### config.mk
export PLATFORM = sky130hd
export DESIGN_NAME = signed_integer_to_radix_digits
export DESIGN_NICKNAME = d
export VERILOG_FILES = /design/src/rtl/itrd_pkg.sv /design/src/rtl/itrd_ctrl.sv /design/src/rtl/itrd_dp.sv /design/src/rtl/signed_integer_to_radix_digits.sv
export SDC_FILE = /design/constraint.sdc
export NUM_CORES = 1
export LEC_CHECK = 0
export BUFFER_PORTS_ARGS = -buffer_cell sky130_fd_sc_hd__buf_2
export CORE_MARGIN = 5
export CORE_UTILIZATION = 55
export DETAILED_ROUTE_END_ITERATION = 12
export PLACE_DENSITY_LB_ADDON = 0.3
export SYNTH_ARGS = -nofsm -noshare
export SYNTH_HDL_FRONTEND = slang
export SYNTH_SLANG_ARGS = --single-unit
### constraint.sdc
create_clock -name clk -period 9.3 [get_ports clk]
set_input_delay 1.86 -clock clk [delete_from_list [all_inputs] [get_ports clk]]
set_output_delay 1.86 -clock clk [all_outputs]
set_load 0.02 [all_outputs]
### src/rtl/itrd_pkg.sv
// ----------------------------------------------------------------------------
// itrd_pkg
// Shared widths, constants and controller/datapath interface types for the
// signed integer to radix digits block.
// ----------------------------------------------------------------------------
package itrd_pkg;

  localparam int VALUE_BITS  = 32;
  localparam int ALPHA_MAX   = 64;
  localparam int NUM_REGS    = 8;
  localparam int CHAR_W      = 8;
  localparam int CFG_IDX_W   = 4;
  localparam int CFG_DATA_W  = 64;
  localparam int REG_IDX_W   = $clog2(NUM_REGS);
  localparam int BYTE_SEL_W  = $clog2(CFG_DATA_W / CHAR_W);
  localparam int ALPHA_IDX_W = $clog2(ALPHA_MAX);
  localparam int RADIX_W     = ALPHA_IDX_W + 1;
  localparam int STACK_DEPTH = VALUE_BITS;
  localparam int STACK_IDX_W = $clog2(STACK_DEPTH);
  localparam int SP_W        = $clog2(STACK_DEPTH + 1);
  localparam int BIT_CNT_W   = $clog2(VALUE_BITS);

  typedef struct packed {
    logic load_num;    // take a new number, restart the alphabet scan
    logic alpha_rd;    // read the alphabet word holding the selected byte
    logic rd_digit;    // address the alphabet by remainder instead of scan index
    logic scan_step;   // accept the checked byte, advance the scan index
    logic div_step;    // one restoring division step
    logic push;        // push the digit character, restart the division
    logic pop_rd;      // read the top of the digit stack
    logic load_minus;  // load '-' into the output register
    logic load_digit;  // load the popped character into the output register
  } itrd_cmd_t;

  typedef struct packed {
    logic byte_zero;   // scanned byte ends the alphabet
    logic byte_bad;    // scanned byte is not allowed or repeats
    logic scan_full;   // scan index is at the final alphabet slot
    logic short_alpha; // fewer than two characters scanned
    logic div_last;    // the current division step is the final one
    logic quot_zero;   // quotient is zero
    logic neg;         // number is negative
    logic stack_empty; // nothing left on the digit stack
  } itrd_sts_t;

endpackage

### src/rtl/itrd_ctrl.sv
// ----------------------------------------------------------------------------
// itrd_ctrl
// Sequencer: scans and checks the alphabet, runs the digit division loop,
// then unstacks the characters into the output register.
// ----------------------------------------------------------------------------
module itrd_ctrl (
  input  logic               clk,
  input  logic               rst_n,
  input  logic               in_tvalid,
  output logic               in_tready,
  output logic               out_tvalid,
  input  logic               out_tready,
  input  itrd_pkg::itrd_sts_t sts,
  output itrd_pkg::itrd_cmd_t cmd
);

  localparam logic [3:0] S_IDLE       = 4'd0;
  localparam logic [3:0] S_SCAN_RD    = 4'd1;
  localparam logic [3:0] S_SCAN_CHK   = 4'd2;
  localparam logic [3:0] S_DIV        = 4'd3;
  localparam logic [3:0] S_PUSH_RD    = 4'd4;
  localparam logic [3:0] S_PUSH       = 4'd5;
  localparam logic [3:0] S_EMIT_MINUS = 4'd6;
  localparam logic [3:0] S_POP_RD     = 4'd7;
  localparam logic [3:0] S_POP_LD     = 4'd8;

  logic [3:0] state_r, state_nxt;
  logic       out_valid_r, out_valid_nxt;
  logic       out_free;

  assign out_free   = !out_valid_r || out_tready;
  assign in_tready  = (state_r == S_IDLE);
  assign out_tvalid = out_valid_r;

  always_comb begin
    state_nxt = state_r;
    cmd       = '0;
    case (state_r)
      S_IDLE: begin
        if (in_tvalid) begin
          cmd.load_num = 1'b1;
          state_nxt    = S_SCAN_RD;
        end
      end
      S_SCAN_RD: begin
        cmd.alpha_rd = 1'b1;
        state_nxt    = S_SCAN_CHK;
      end
      S_SCAN_CHK: begin
        if (sts.byte_zero) begin
          state_nxt = sts.short_alpha ? S_IDLE : S_DIV;
        end else if (sts.byte_bad) begin
          // bad alphabet: drop the number
          state_nxt = S_IDLE;
        end else begin
          cmd.scan_step = 1'b1;
          state_nxt     = sts.scan_full ? S_DIV : S_SCAN_RD;
        end
      end
      S_DIV: begin
        cmd.div_step = 1'b1;
        if (sts.div_last) state_nxt = S_PUSH_RD;
      end
      S_PUSH_RD: begin
        cmd.alpha_rd = 1'b1;
        cmd.rd_digit = 1'b1;
        state_nxt    = S_PUSH;
      end
      S_PUSH: begin
        cmd.push = 1'b1;
        if (sts.quot_zero) begin
          state_nxt = sts.neg ? S_EMIT_MINUS : S_POP_RD;
        end else begin
          state_nxt = S_DIV;
        end
      end
      S_EMIT_MINUS: begin
        if (out_free) begin
          cmd.load_minus = 1'b1;
          state_nxt      = S_POP_RD;
        end
      end
      S_POP_RD: begin
        cmd.pop_rd = 1'b1;
        state_nxt  = S_POP_LD;
      end
      S_POP_LD: begin
        if (out_free) begin
          cmd.load_digit = 1'b1;
          state_nxt      = sts.stack_empty ? S_IDLE : S_POP_RD;
        end
      end
      default: begin
        state_nxt = S_IDLE;
      end
    endcase
  end

  always_comb begin
    if (cmd.load_minus || cmd.load_digit) begin
      out_valid_nxt = 1'b1;
    end else if (out_tready) begin
      out_valid_nxt = 1'b0;
    end else begin
      out_valid_nxt = out_valid_r;
    end
  end

  always_ff @(posedge clk) begin
    if (!rst_n) begin
      state_r     <= S_IDLE;
      out_valid_r <= 1'b0;
    end else begin
      state_r     <= state_nxt;
      out_valid_r <= out_valid_nxt;
    end
  end

  a_no_overwrite: assert property (@(posedge clk) disable iff (!rst_n)
    (cmd.load_minus || cmd.load_digit) |-> (!out_valid_r || out_tready))
    else $error("output register loaded while a transaction is pending");

  a_div_to_push: assert property (@(posedge clk) disable iff (!rst_n)
    (state_r == S_DIV && sts.div_last) |=> (state_r == S_PUSH_RD))
    else $error("division did not hand over to digit push");

  a_one_cmd: assert property (@(posedge clk) disable iff (!rst_n)
    $onehot0({cmd.load_num, cmd.scan_step, cmd.div_step, cmd.push,
              cmd.pop_rd, cmd.load_minus, cmd.load_digit}))
    else $error("more than one datapath command at once");

endmodule

### src/rtl/itrd_dp.sv
// ----------------------------------------------------------------------------
// itrd_dp
// Datapath: alphabet store, duplicate/validity checker, bit-serial divider,
// digit stack and output register.
// ----------------------------------------------------------------------------
module itrd_dp (
  input  logic                                 clk,
  input  logic                                 rst_n,
  input  logic                                 cfg_valid,
  output logic                                 cfg_ready,
  input  logic [itrd_pkg::CFG_IDX_W-1:0]       cfg_index,
  input  logic [itrd_pkg::CFG_DATA_W-1:0]      cfg_data,
  input  logic [itrd_pkg::VALUE_BITS-1:0]      in_number,
  output logic [itrd_pkg::CHAR_W-1:0]          out_char,
  output logic                                 out_last,
  input  itrd_pkg::itrd_cmd_t                  cmd,
  output itrd_pkg::itrd_sts_t                  sts
);

  localparam int CODE_W = 6;
  localparam int SEEN_W = 1 << CODE_W;

  localparam logic [itrd_pkg::CHAR_W-1:0] CH_SLASH    = 8'h2F;
  localparam logic [itrd_pkg::CHAR_W-1:0] CH_COLON    = 8'h3A;
  localparam logic [itrd_pkg::CHAR_W-1:0] CH_AT       = 8'h40;
  localparam logic [itrd_pkg::CHAR_W-1:0] CH_LBRACKET = 8'h5B;
  localparam logic [itrd_pkg::CHAR_W-1:0] CH_LOWER_A  = 8'h61;
  localparam logic [itrd_pkg::CHAR_W-1:0] CH_LBRACE   = 8'h7B;
  localparam logic [itrd_pkg::CHAR_W-1:0] CH_MINUS    = 8'h2D;

  function automatic logic char_ok(input logic [itrd_pkg::CHAR_W-1:0] c);
    return (c > CH_SLASH && c < CH_COLON) || (c > CH_AT && c < CH_LBRACKET) ||
           (c >= CH_LOWER_A && c < CH_LBRACE);
  endfunction

  // map 0-9, A-Z, a-z onto 0..61
  function automatic logic [CODE_W-1:0] char_code(input logic [itrd_pkg::CHAR_W-1:0] c);
    logic [itrd_pkg::CHAR_W-1:0] t;
    if (c < CH_COLON) begin
      t = c - CH_SLASH - 8'd1;
    end else if (c < CH_LBRACKET) begin
      t = c - CH_AT + 8'd9;
    end else begin
      t = c - CH_LOWER_A + 8'd36;
    end
    return t[CODE_W-1:0];
  endfunction

  // alphabet store
  logic [itrd_pkg::CFG_DATA_W-1:0]  alpha_mem_r [itrd_pkg::NUM_REGS];
  logic [itrd_pkg::NUM_REGS-1:0]    alpha_vld_r;
  logic [itrd_pkg::CFG_DATA_W-1:0]  alpha_rdata_r;
  logic [itrd_pkg::BYTE_SEL_W-1:0]  alpha_sel_r;
  logic                             cfg_wr;
  logic [itrd_pkg::ALPHA_IDX_W-1:0] rd_addr;
  logic [itrd_pkg::REG_IDX_W-1:0]   rd_word;
  logic [itrd_pkg::CHAR_W-1:0]      alpha_byte;

  // scan / check
  logic [itrd_pkg::RADIX_W-1:0]     idx_r;
  logic [SEEN_W-1:0]                seen_r;
  logic [CODE_W-1:0]                code;

  // divider
  logic [itrd_pkg::VALUE_BITS-1:0]  mag_r;
  logic                             neg_r;
  logic [itrd_pkg::ALPHA_IDX_W-1:0] rem_r;
  logic [itrd_pkg::BIT_CNT_W-1:0]   bit_cnt_r;
  logic [itrd_pkg::RADIX_W-1:0]     rem_shift;
  logic [itrd_pkg::RADIX_W-1:0]     rem_sub;
  logic                             rem_ge;
  logic [itrd_pkg::ALPHA_IDX_W-1:0] rem_nxt;

  // digit stack and output
  logic [itrd_pkg::CHAR_W-1:0]      stack_mem_r [itrd_pkg::STACK_DEPTH];
  logic [itrd_pkg::CHAR_W-1:0]      stack_rdata_r;
  logic [itrd_pkg::SP_W-1:0]        sp_r;
  logic [itrd_pkg::SP_W-1:0]        sp_dec;
  logic [itrd_pkg::CHAR_W-1:0]      out_char_r;
  logic                             out_last_r;

  assign cfg_ready = 1'b1;
  assign cfg_wr    = cfg_valid && (cfg_index < itrd_pkg::CFG_IDX_W'(itrd_pkg::NUM_REGS));

  assign rd_addr    = cmd.rd_digit ? rem_r : idx_r[itrd_pkg::ALPHA_IDX_W-1:0];
  assign rd_word    = rd_addr[itrd_pkg::ALPHA_IDX_W-1:itrd_pkg::BYTE_SEL_W];
  assign alpha_byte = alpha_rdata_r[alpha_sel_r * itrd_pkg::CHAR_W +: itrd_pkg::CHAR_W];

  always_ff @(posedge clk) begin
    if (cfg_wr) begin
      alpha_mem_r[cfg_index[itrd_pkg::REG_IDX_W-1:0]] <= cfg_data;
    end
    if (cmd.alpha_rd) begin
      // a register never written reads as zero
      alpha_rdata_r <= alpha_vld_r[rd_word] ? alpha_mem_r[rd_word] : '0;
      alpha_sel_r   <= rd_addr[itrd_pkg::BYTE_SEL_W-1:0];
    end
  end

  assign code = char_code(alpha_byte);

  assign rem_shift = {rem_r, mag_r[itrd_pkg::VALUE_BITS-1]};
  assign rem_ge    = (rem_shift >= idx_r);
  assign rem_sub   = rem_shift - idx_r;
  assign rem_nxt   = rem_ge ? rem_sub[itrd_pkg::ALPHA_IDX_W-1:0]
                            : rem_shift[itrd_pkg::ALPHA_IDX_W-1:0];

  always_ff @(posedge clk) begin
    if (cmd.load_num) begin
      neg_r     <= in_number[itrd_pkg::VALUE_BITS-1];
      mag_r     <= in_number[itrd_pkg::VALUE_BITS-1] ?
                   (itrd_pkg::VALUE_BITS'(0) - in_number) : in_number;
      idx_r     <= '0;
      seen_r    <= '0;
      rem_r     <= '0;
      bit_cnt_r <= '0;
    end else begin
      if (cmd.scan_step) begin
        idx_r        <= idx_r + itrd_pkg::RADIX_W'(1);
        seen_r[code] <= 1'b1;
      end
      if (cmd.div_step) begin
        mag_r     <= {mag_r[itrd_pkg::VALUE_BITS-2:0], rem_ge};
        rem_r     <= rem_nxt;
        bit_cnt_r <= bit_cnt_r + itrd_pkg::BIT_CNT_W'(1);
      end
      if (cmd.push) begin
        rem_r     <= '0;
        bit_cnt_r <= '0;
      end
    end
  end

  assign sp_dec = sp_r - itrd_pkg::SP_W'(1);

  always_ff @(posedge clk) begin
    if (cmd.push) begin
      stack_mem_r[sp_r[itrd_pkg::STACK_IDX_W-1:0]] <= alpha_byte;
    end
    if (cmd.pop_rd) begin
      stack_rdata_r <= stack_mem_r[sp_dec[itrd_pkg::STACK_IDX_W-1:0]];
    end
    if (cmd.load_minus) begin
      out_char_r <= CH_MINUS;
      out_last_r <= 1'b0;
    end else if (cmd.load_digit) begin
      out_char_r <= stack_rdata_r;
      out_last_r <= (sp_r == '0);
    end
  end

  always_ff @(posedge clk) begin
    if (!rst_n) begin
      alpha_vld_r <= '0;
      sp_r        <= '0;
    end else begin
      if (cfg_wr) begin
        alpha_vld_r[cfg_index[itrd_pkg::REG_IDX_W-1:0]] <= 1'b1;
      end
      if (cmd.load_num) begin
        sp_r <= '0;
      end else if (cmd.push) begin
        sp_r <= sp_r + itrd_pkg::SP_W'(1);
      end else if (cmd.pop_rd) begin
        sp_r <= sp_dec;
      end
    end
  end

  assign sts.byte_zero   = (alpha_byte == '0);
  assign sts.byte_bad    = !char_ok(alpha_byte) || seen_r[code];
  assign sts.scan_full   = (idx_r == itrd_pkg::RADIX_W'(itrd_pkg::ALPHA_MAX - 1));
  assign sts.short_alpha = (idx_r < itrd_pkg::RADIX_W'(2));
  assign sts.div_last    = (bit_cnt_r == itrd_pkg::BIT_CNT_W'(itrd_pkg::VALUE_BITS - 1));
  assign sts.quot_zero   = (mag_r == '0);
  assign sts.neg         = neg_r;
  assign sts.stack_empty = (sp_r == '0);

  assign out_char = out_char_r;
  assign out_last = out_last_r;

  a_stack_bound: assert property (@(posedge clk) disable iff (!rst_n)
    cmd.push |-> (sp_r < itrd_pkg::SP_W'(itrd_pkg::STACK_DEPTH)))
    else $error("digit stack overflow");

endmodule

### src/rtl/signed_integer_to_radix_digits.sv
// ----------------------------------------------------------------------------
// signed_integer_to_radix_digits
// Writes a signed 32-bit integer as text in the radix of a configured digit
// alphabet, most significant character first, one character per transaction.
//
//   channel  direction  handshake           payload
//   in_      slave      in_tvalid/tready    in_tdata[31:0]  number
//   out_     master     out_tvalid/tready   out_tdata[7:0]  char, out_tlast
//   cfg_     slave      cfg_valid/ready     cfg_index, cfg_data (alphabet word)
//
// Per number: it is taken, an alphabet of L bytes (up to 64) is scanned, each
// digit takes a divider step per bit, a lookup and a push, then a minus sign
// if negative, then each character unstacked; worst: base 2, most negative.
// An invalid alphabet gives no output; synchronous reset on rst_n zeroes it.
// A stalled out_tready holds the sequencer only when a character is due; the
// next number is taken while the final character still waits.
// ----------------------------------------------------------------------------
module signed_integer_to_radix_digits (
  input  logic                              clk,
  input  logic                              rst_n,
  input  logic                              in_tvalid,
  output logic                              in_tready,
  input  logic [itrd_pkg::VALUE_BITS-1:0]   in_tdata,   // [31:0] number
  output logic                              out_tvalid,
  input  logic                              out_tready,
  output logic [itrd_pkg::CHAR_W-1:0]       out_tdata,  // [7:0] out_char
  output logic                              out_tlast,  // last_char
  input  logic                              cfg_valid,
  output logic                              cfg_ready,
  input  logic [itrd_pkg::CFG_IDX_W-1:0]    cfg_index,
  input  logic [itrd_pkg::CFG_DATA_W-1:0]   cfg_data
);

  itrd_pkg::itrd_cmd_t cmd;
  itrd_pkg::itrd_sts_t sts;

  itrd_ctrl u_ctrl (
    .clk        (clk),
    .rst_n      (rst_n),
    .in_tvalid  (in_tvalid),
    .in_tready  (in_tready),
    .out_tvalid (out_tvalid),
    .out_tready (out_tready),
    .sts        (sts),
    .cmd        (cmd)
  );

  itrd_dp u_dp (
    .clk        (clk),
    .rst_n      (rst_n),
    .cfg_valid  (cfg_valid),
    .cfg_ready  (cfg_ready),
    .cfg_index  (cfg_index),
    .cfg_data   (cfg_data),
    .in_number  (in_tdata),
    .out_char   (out_tdata),
    .out_last   (out_tlast),
    .cmd        (cmd),
    .sts        (sts)
  );

endmodule
Word level (Yosys, flattened, before mapping)
Memories as Yosys holds them, arrays and structs flattened. A register that Yosys moved wholly into a read port is not among the register bits. Index checks and enable logic that the tools add are counted.

Equality and inequality tests: 14. Bitwise logic cells: 3. Shifts and indexed selects: 1. Add/subtract/negate cells: 12. Muxes and demuxes: 48. Magnitude comparators: 14. Reduce and logical (&&, ||, !) cells: 25.

Operators by type and width (count): $mux 32 (3); $or 64x64->64 (1); $shiftx 64x7->8 (1); $mux 6 (6); $pmux 4 s9 (1); $logic_not 32->1 (1); $sub 1x32->32 const A (1); $mux 4 (7); $mux 1 (24); $sub 6x1->6 const B (3); $eq 4x3->1 const B (4); $lt 8x7->1 const B (2); $sub 6x6->6 const B (2); $eq 4x2->1 const B (2); $ge 8x7->1 const B (1); $gt 8x6->1 const B (1); $gt 8x7->1 const B (1); $logic_not 8->1 (1); $lt 3x4->1 const B (2); $lt 8x6->1 const B (1); $or 8x8->8 (1); $add 7x1->7 const B (1); $eq 7x6->1 const B (1); $ge 7x7->1 (1); 30 further kinds (48).

Logic and storage cells: 132. Memory bits (writable): 768. Memories kept: 2. Output and inout bits: 12. Flip-flop bits (word level): 146. Bits of input ports: 105.

Memory list: u_dp.alpha_mem_r (depth 8, width 64, read ports 1, clocked after memory_dff 1, write ports 1, line itrd_dp.sv:50) `logic [itrd_pkg::CFG_DATA_W-1:0] alpha_mem_r [itrd_pkg::NUM_REGS];`; u_dp.stack_mem_r (depth 32, width 8, read ports 1, clocked after memory_dff 1, write ports 1, line itrd_dp.sv:75) `logic [itrd_pkg::CHAR_W-1:0] stack_mem_r [itrd_pkg::STACK_DEPTH];`.

Longest topological paths before layout
Gate-level depths: netlist of the first run.

Word-level depth: 11. Mapped depth: 21. Gate-level depth less buffers: 15.

Modules after synthesis
From an unflattened synthesis of the first run, not the netlist that was laid out.

Cell total of the unflattened synthesis: 2297. Area total of the unflattened synthesis: 39754.4 um2.

Modules (own cells, without submodules): itrd_dp (cells each 2219, sequential area each 28407.2 um2, instances 1, area an instance 39240.1 um2); itrd_ctrl (cells each 78, sequential area each 100.1 um2, instances 1, area an instance 514.2 um2).

Least setup slack after synthesis of the first run
No wires, ideal clock.

Path type: input -> register. From: in cfg_index[0] (netlist bit). To: mem u_dp.alpha_mem_r[0][0] (netlist bit) (enable). Required time: 8.732 ns. Cell stages on the path: 2. Arrival: 6.775 ns. Path buffers: 0. Setup slack: 1.957 ns. Library setup time: 0.568 ns. Cells stage by stage: or3b_2 > nor3_1.

Word-level cells in the longest chain between the ends: 4.

RTL lines: start, declared (line signed_integer_to_radix_digits.sv:30) `input logic [itrd_pkg::CFG_IDX_W-1:0] cfg_index,`; $lt 4x4->1 (line itrd_dp.sv:83) `assign cfg_wr = cfg_valid && (cfg_index < itrd_pkg::CFG_IDX_W'(itrd_pkg::NUM_REGS));`; $logic_and 1x1->1 (line itrd_dp.sv:83); $mux 1 (line itrd_dp.sv:90) `if (cfg_wr) begin`; $mux 1 (not written as such) (line itrd_dp.sv:91) `alpha_mem_r[cfg_index[itrd_pkg::REG_IDX_W-1:0]] <= cfg_data;`; end, declared (line itrd_dp.sv:50).

Several ways; a longest one is shown, not always the timed one.

Worst setup path in the final report of the first run
From: reg u_dp.alpha_sel_r[0] (netlist bit). To: reg u_dp.seen_r[25].

Word-level cells in the longest chain between the ends: 11. Elaborated cells on any way between the ends: 34. Those cells by class: 6 x add/sub; 8 x order compare; 1 x shift; 9 x mux; 1 x bitwise; 9 x reduce/logical.

RTL lines: start, declared (line itrd_dp.sv:53) `logic [itrd_pkg::BYTE_SEL_W-1:0] alpha_sel_r;`; start signal, assigned (line itrd_dp.sv:96) `alpha_sel_r <= rd_addr[itrd_pkg::BYTE_SEL_W-1:0];`; $shiftx 64x7->8 * (line itrd_dp.sv:87) `assign alpha_byte = alpha_rdata_r[alpha_sel_r * itrd_pkg::CHAR_W +: itrd_pkg::CHAR_W];`; named net u_dp.alpha_byte, one bit (line itrd_dp.sv:57) `logic [itrd_pkg::CHAR_W-1:0] alpha_byte;`; $sub 6x6->6 or $sub 6x1->6 (tied branches) (line itrd_dp.sv:44, itrd_dp.sv:42); $add 6x6->6 or $add 6x4->6 (tied branches) (line itrd_dp.sv:44, itrd_dp.sv:42); $mux 6 (line itrd_dp.sv:41) `end else if (c < CH_LBRACKET) begin`; $mux 6 (line itrd_dp.sv:39) `if (c < CH_COLON) begin`; $bmux 1 s6 (line itrd_dp.sv:171) `assign sts.byte_bad = !char_ok(alpha_byte) || seen_r[code];`; $mux 1 (not written as such) (line itrd_dp.sv:171); $logic_or 1x1->1 (line itrd_dp.sv:171); $mux 1 (line itrd_ctrl.sv:52) `end else if (sts.byte_bad) begin`; $mux 1 (line itrd_ctrl.sv:50) `if (sts.byte_zero) begin`; $mux 1 (line itrd_ctrl.sv:38) `case (state_r)`; end signal, assigned (line itrd_dp.sv:114) `seen_r <= '0;`; end signal, assigned by index (line itrd_dp.sv:120) `seen_r[code] <= 1'b1;`; end, declared (line itrd_dp.sv:61) `logic [SEEN_W-1:0] seen_r;`.

The timed path passes the listed nets; every way through them passes the cells marked *. The select of a mux whose other input is x is not followed. A chain may end at the register's enable or synchronous reset.

==> impl_results.md, run 1 <==
* Internal Power at ~9300 uW
* Launch point of the worst reg-to-reg path: u_dp.alpha_sel_r[0]
* Sequential Power Share at roughly two fifths
* Worst setup slack after layout at 2760 ps
* Hpwl dp at around 52000 um
* Synth Flop Type: edfxtp_1
* Sequential share of the synthesized area at between 70% and 80%
* DIE AREA at roughly 0.079 mm2
* Area grow syn2layout at 11.7%
* Final setup TNS at 0 ps
* Yosys top cell by area: edfxtp_1
* Initial core utilization at a little under three fifths
* Lkg Pwr at about 0.015 uW
* CP required at approximately 9900 ps
* Hold Crit Start: u_dp.stack_rdata_r[3]
* Worst r2r dst: u_dp.seen_r[25]
* Post-CTS Hold Buffers at 0
* Sw frac at 35.5%
* Post-synthesis cell type count at a little over 90
* Synth Register Bits at around 990
* Final ANT Viol Nets at 0
* Final Non-Filler Cells at approximately 3.6k
* Via count at about 22k
* Clock power share at 26.7%
* Area share of the largest cell type after synthesis at about two thirds
* Setup Slack @ Placement at between 2000 and 3000 ps
* Delay of the slowest critical-path stage at 1000 ps
* R2r setup slk at between 2000 and 3000 ps
* DR top layer: met5
* Setup CP Type: reg -> reg
* Fin nets at 2659
* Fin. max-slew vios at 0
* GRT Total Usage at approximately 22%
* Fillers at 5140
* Grt ovf at 0
* HP Class: reg -> reg
* Initial drt markers at 2116
* Cell with the largest stage delay on the worst path: edfxtp_1
* Final worst path period need at 6540 ps
* # Max-Cap Violations at 0
* Die Width at 281 um
* Peak supply drop at between 0.4 and 0.5 mV
* Pwr/cell area at roughly 320 mW/mm2
* Post_cts resized at 0
* Critical Path End Type: flip-flop
* Routed WL at ~87000 um
* Drt wl/cell at ~24 um
* Vias in the first global route at 22.3k
* Clk_skew at 27.9 ps
* Yosys Warn Count at 0
* CTS tree: built
* Slew @ Worst Pin at between 1000 and 1500 ps
* Post-CTS setup buffer count at 0
* Routed met3 length at roughly 4900 um
* H-tree depth at 3
* Critical-path maximum fanout at 36
* Vias/cell at 6.08
* Synth Instances at 2408
* DR pass1 iterations at 6
* Final GP Congestion at 0.841
* Reg clk slew, reported paths at about 60 ps
* Initial antenna violation count at 9
* Total CTS buffers at slightly below 100
* IO Pins at ~120
* Setup violations, final at 0
* Max Clk Rate at about 150 MHz
* Rel. slew slack at between 10% and 20%
* Worst Path Arrival at slightly above 7000 ps
* Reg2Reg Depth at 13
* Met2 routed WL at between 40000 and 50000 um
* Drt drc at 0
* Worst skew pair latency at 670 ps
* Crit path top cell by count: a211oi_2
* Async SR Flop Fraction at 0%
* Part of the cycle the worst path needs at 70.3%
* WL met1 at 35000 um
* Synthesized area at 0.0403 mm2
* EDFF count, synth at 876
* Synth top area cells: edfxtp_1, mux4_2, dfxtp_1, nand2_1, a21oi_1
* Logic pwr share at a little under a third
* Core area at roughly 0.073 mm2
* Clk sinks at 986
* Longest Clk Path Bufs at 3
* Hold Path Cell Cnt at 2
* Avg Cell Area, Syn at about 17 um2
* Die Y at approximately 280 um
* First-pass GRT wire length at between 100000 and 150000 um
* P_sw at approximately 5100 uW
* Crit path cell chain: mux4_1 -> mux2i_1 -> inv_1 -> ha_1 -> a311oi_1 -> a211oi_2 -> nor2_1 -> nand2_1 -> a21oi_1 -> a211oi_2 -> o211ai_1 -> nor3_1 -> o21a_1
* Critical Path Start Type: flip-flop
* Post-Place Cells at 3388
* Layout cells sized above 1 at 22.0%
* IO Port Bufs at around 120
* Status: complete, no violations
* Final Hold Fails at 0
* # rows at 99
* CTS Root Cell: clkbuf_16
* Largest net degree at the start of global routing at 93
* Hold endpoint: u_dp.out_char[3]
* Mapped Nets at about 2.5k
* RSZ-0062 raised after global routing: no
layout make-up:
type	instances	area (um2)	share of cell area, %
flip-flops and latches	986	28500	63.4
repair buffers	150	838	1.86
clock inverters	56	548	1.22
multi-input cells	1263	11200	24.8
inverters	30	113	0.250
clock buffers	123	2610	5.80
diodes	2	5.00	0.0111
well taps	959	1200	2.67
power by group through the flow:
| stage | Clock (uW) | Combinational (uW) | Sequential [uW] |
|---|---|---|---|
| 3_5_place_dp | 0 | 4550 | 6050 |
| 2_1_floorplan | 0 | 3550 | 5940 |
| 5_1_grt | 4110 | 5000 | 5990 |
| 3_3_place_gp | 0 | 4440 | 6030 |
| 6_report | 3850 | 4600 | 5960 |
| 4_1_cts | 3910 | 4570 | 5960 |
worst max path at each step:
stage,endpoint,slack [ps],startpoint,depth (start not counted)
CTS,u_dp.seen_r[25],2850,u_dp.alpha_sel_r[0],12
global route,u_dp.seen_r[25],2200,u_dp.alpha_sel_r[0],13
floorplan,u_dp.alpha_mem_r[0][0],1960,cfg_index[0],2
global placement,u_dp.seen_r[22],3110,u_dp.alpha_sel_r[0],12
detailed placement,u_dp.seen_r[25],2880,u_dp.alpha_sel_r[0],12
finish,u_dp.seen_r[25],2760,u_dp.alpha_sel_r[0],13
critical path: cells and delay by family, from the launching register on:
family | cells | cell delay (ps)
AND/OR/NAND/NOR | 3 | 1150
buffers and inverters | 1 | 640
adder cells (fa/ha/maj) | 1 | 480
multiplexers | 2 | 1180
flip-flops | 1 | 1000
AO/OA/AOI/OAI | 6 | 1970
state kept, by name (all words and copies together) (netlist names), 3 cells and up:
name / flops
u_ctrl.state_r: 4
u_dp.alpha_mem_r: 512
u_dp.alpha_rdata_r: 64
u_dp.alpha_sel_r: 3
u_dp.alpha_vld_r: 8
u_dp.bit_cnt_r: 5
u_dp.idx_r: 7
u_dp.mag_r: 32
u_dp.out_char: 8
u_dp.rem_r: 6
u_dp.seen_r: 64
u_dp.sp_r: 6
u_dp.stack_mem_r: 256
u_dp.stack_rdata_r: 8
cell usage after synthesis (23+ instances only):
library cell / n
edfxtp_1: 876
mux4_2: 217
mux2i_1: 42
nand2_1: 279
o21a_1: 30
inv_1: 27
nor2_1: 158
dfxtp_1: 110
nor3_1: 31
o21ai_0: 58
a21oi_1: 139
ha_1: 23
xor2_1: 36
clkbuf_1: 81
kinds of logic after synthesis:
family | Yosys count | share of synthesized area [%]
AOI/OAI and AO/OA | 326 | 5.21
buffers and inverters | 159 | 1.84
other | 1 | 0.00931
xor gates and xnor gates | 50 | 1.13
muxes | 278 | 13.9
adders and majority gates | 24 | 0.764
and+or+nand+nor | 584 | 6.34
DFF | 986 | 70.8
layout by cell type (no fill, tap or decap), drive strengths merged, types with 10 or more instances in the layout:
cell type,n
edfxtp,876
nand2,280
mux4,221
nor2,160
buf,150
a21oi,141
clkbuf,123
dfxtp,110
o21ai,63
mux2i,45
clkinv,40
xor2,36
nor3,33
inv,33
o21a,31
ha,23
nand3,22
nor4,17
xnor2,14
mux2,12
nand4,12
o211ai,12
nor2b,10
o31ai,10
a211oi,10
per-stage QoR:
step	hold WS (ps)	cell area, um2	util (%)	total power (uW)
finish	459	45000	61.8	14400
global route	481	45000	61.8	15100
detailed placement	447	41800	57.4	10600
global placement	435	41800	57.4	10500
CTS	462	45000	61.8	14400
floorplan	425	40300	-	9490
routing by layer:
layer  vias up  track usage [%]
li1       9691                -
met1     11100             29.9
met2       716             38.1
met4         8             6.38
met5         -                0
met3       161             3.81
Note: power is estimated with default switching activity, not from simulation.
==> run 2, diff against run 1 <==
==> constraint.sdc (replaced) <==
create_clock -name clk -period 6.2 [get_ports clk]
set_input_delay 1.24 -clock clk [delete_from_list [all_inputs] [get_ports clk]]
set_output_delay 1.24 -clock clk [all_outputs]
set_load 0.02 [all_outputs]
==> run 2 against run 1 <==
  * Count of clock-buffer cells in the layout is 3 lower
  * Clock power rose by 48%
  * Via count increased by 0.58%
  * Critical path depth grew 2
  * Combinational power rose by 54%
  * Critical endpoint is now u_dp.seen_r[56]
==> impl_results.md, run 2 (synthesis gave the netlist of run 1 again) <==
* Critical Path Start Type: flip-flop
* Setup CP Type: reg -> reg
* Vias in the first global route at 22.2k (-0.26%)
* Area grow syn2layout at 12.0%
* Final Hold Fails at 0 (unchanged)
* Max Clk Rate at 175 MHz (+15%)
* Grt ovf at 0 (unchanged)
* Longest Clk Path Bufs at 3 (unchanged)
* Placed inst area at 0.0420 mm2 (+0.36%)
* IO Pins at 117 (unchanged)
* Seq. cell area at 0.0285 mm2 (unchanged)
* Final setup TNS at 0 ps (unchanged)
* Final ANT Viol Nets at 0 (unchanged)
* Layout cells sized above 1 at 22.5% (+0.50 points)
* Pwr Total at 21700 uW (+51%)
* Clk sinks at 986 (unchanged)
* Fin nets at 2669 (+0.38%)
* HP Class: reg -> reg
* Max reg flops at 512 (unchanged)
* Largest net degree at the start of global routing at 130 (+40%)
* Lkg Pwr at 0.0151 uW (+0.60%)
* CP required at 6760 ps (-3090 ps)
* First-pass GRT wire length at 136000 um (+1.6%)
* Clock power share at 26.2% (-0.5 points)
* H-tree depth at 3 (unchanged)
* Peak supply drop at 0.732 mV (+51%)
* Total CTS buffers at 97 (-2.0%)
* # Max-Cap Violations at 0 (unchanged)
* Launch point of the worst reg-to-reg path: u_dp.alpha_sel_r[1]
* Logic pwr share at 32.6% (+0.7 points)
* Initial drt markers at 2217 (+4.8%)
* Hold Crit Start: u_dp.seen_r[58]
* Final GP Congestion at 0.854 (+1.5%)
* Critical-path maximum fanout at 38 (+5.6%)
* Final worst path period need at 5710 ps (-832 ps)
* Commonest non-fill, non-tap cells in the layout: edfxtp_1, nand2_1, mux4_2
* Internal Power at 13900 uW (+50%)
* Part of the cycle the worst path needs at 92.0% (+22 points)
* IO Port Bufs at 115 (unchanged)
* CTS tree: built
* Setup Slack @ Placement at 400 ps (-2480 ps)
* Via count at 21.8k (+0.58%)
* Worst skew pair latency at 670 ps (about the same)
* Clk_skew at 43.9 ps (+16.0 ps)
* Rel. slew slack at 10.2% (-5.1 points)
* Sw frac at 35.9% (+0.41 points)
* Reg clk slew, reported paths at 60 ps (about the same)
* Worst setup slack after layout at 493 ps (-2270 ps)
* RSZ-0062 raised after global routing: no
* Initial core utilization at 55.3% (unchanged)
* Routed WL at 88400 um (+1.4%)
* Fillers at 5148 (+0.16%)
* Vias/cell at 6.09 (+0.19%)
* DIE AREA at 0.0788 mm2 (unchanged)
* Multi-input logic area at 0.0112 mm2 (+0.16%)
* Initial antenna violation count at 11 (+2)
* GRT Total Usage at 22.6% (+0.33 points)
* Critical Path End Type: flip-flop
* # rows at 99 (unchanged)
* Core area at 0.0728 mm2 (unchanged)
* Most common cell after layout, fill and taps aside: edfxtp_1
* Post-route cell area at 0.0451 mm2 (+0.28%)
* Worst setup startpoint: u_dp.alpha_sel_r[1]
* Die Width at 281 um (unchanged)
* Drt wl/cell at 24.7 um (+0.96%)
* Setup violations, final at 0 (unchanged)
* Slew @ Worst Pin at 1330 ps (+61.9 ps)
* Worst Path Arrival at 6270 ps (-820 ps)
* Drt drc at 0 (unchanged)
* Sequential Power Share at 41.2% (-0.2 points)
* DR pass1 iterations at 5 (-1)
* R2r setup slk at 490 ps (-2270 ps)
* Pwr/cell area at 482 mW/mm2 (+50%)
* P_sw at 7810 uW (+53%)
* Fin. max-slew vios at 0 (unchanged)
* WHS at 458 ps (-0.777 ps)
* CTS Root Cell: clkbuf_16
* Post-CTS Hold Buffers at 0 (unchanged)
* Die Y at 281 um (unchanged)
* Status: complete, no violations
* Hpwl dp at 53500 um (+1.9%)
==> run 2: worst paths after layout <==
kind	depth (start not counted)	endpoint
max	15	u_dp.seen_r[56]
max reg2reg	15	u_dp.seen_r[56]
min	2	u_dp.seen_r[58]
min reg2reg	2	u_dp.seen_r[58]
==> run 2: worst max-delay path: stages (launching register included) <==
cell      delay, ps
edfxtp_1        750
mux4_1          680
mux2i_4         270
inv_2           310
ha_1            360
inv_1            90
o21ai_0         150
a311oi_2        420
nor3_2          140
o21a_2          290
nor2_2          370
mux4_1          380
a211oi_2        390
o211a_1         600
a41oi_1         240
nor2_1          160
==> run 2: final cells by class <==
class                   count  area share [%]
well taps                 959            2.66
flip-flops and latches    986            63.2
inverters                  30           0.250
multi-input cells        1263            24.8
clock buffers             120            5.61
clock inverters            60            1.31
repair buffers            162            2.17
diodes                      3          0.0166
==> run 2: through the flow <==
stage	instances	util (%)
6_report	3583	62.0
5_1_grt	3582	62.0
4_1_cts	3579	61.9
3_5_place_dp	3399	57.7
3_3_place_gp	3399	57.7
2_1_floorplan	2408	-
==> run 2: per-layer routing <==
metal | up-vias | routed length [um] | GRT usage [%]
li1 | 9710 | - | -
met1 | 11200 | 35900 | 31.4
met2 | 801 | 45000 | 38.4
met3 | 141 | 5540 | 3.66
met4 | 10 | 1900 | 5.12
met5 | - | 69 | 0
==> run 2: repair_timing <==
action / 4_1_cts / 5_1_grt
gates resized for setup: 0 / 1
setup buffers: 0 / 1
setup endpoints to repair: 0 / 25
==> run 2: power groups by stage <==
stage / sequential [uW] / combinational (uW) / clock [uW]
2_1_floorplan: 8900 / 5330 / 0
3_3_place_gp: 9050 / 6810 / 0
3_5_place_dp: 9080 / 6980 / 0
4_1_cts: 8950 / 7020 / 5790
5_1_grt: 8990 / 7680 / 6100
6_report: 8950 / 7090 / 5700
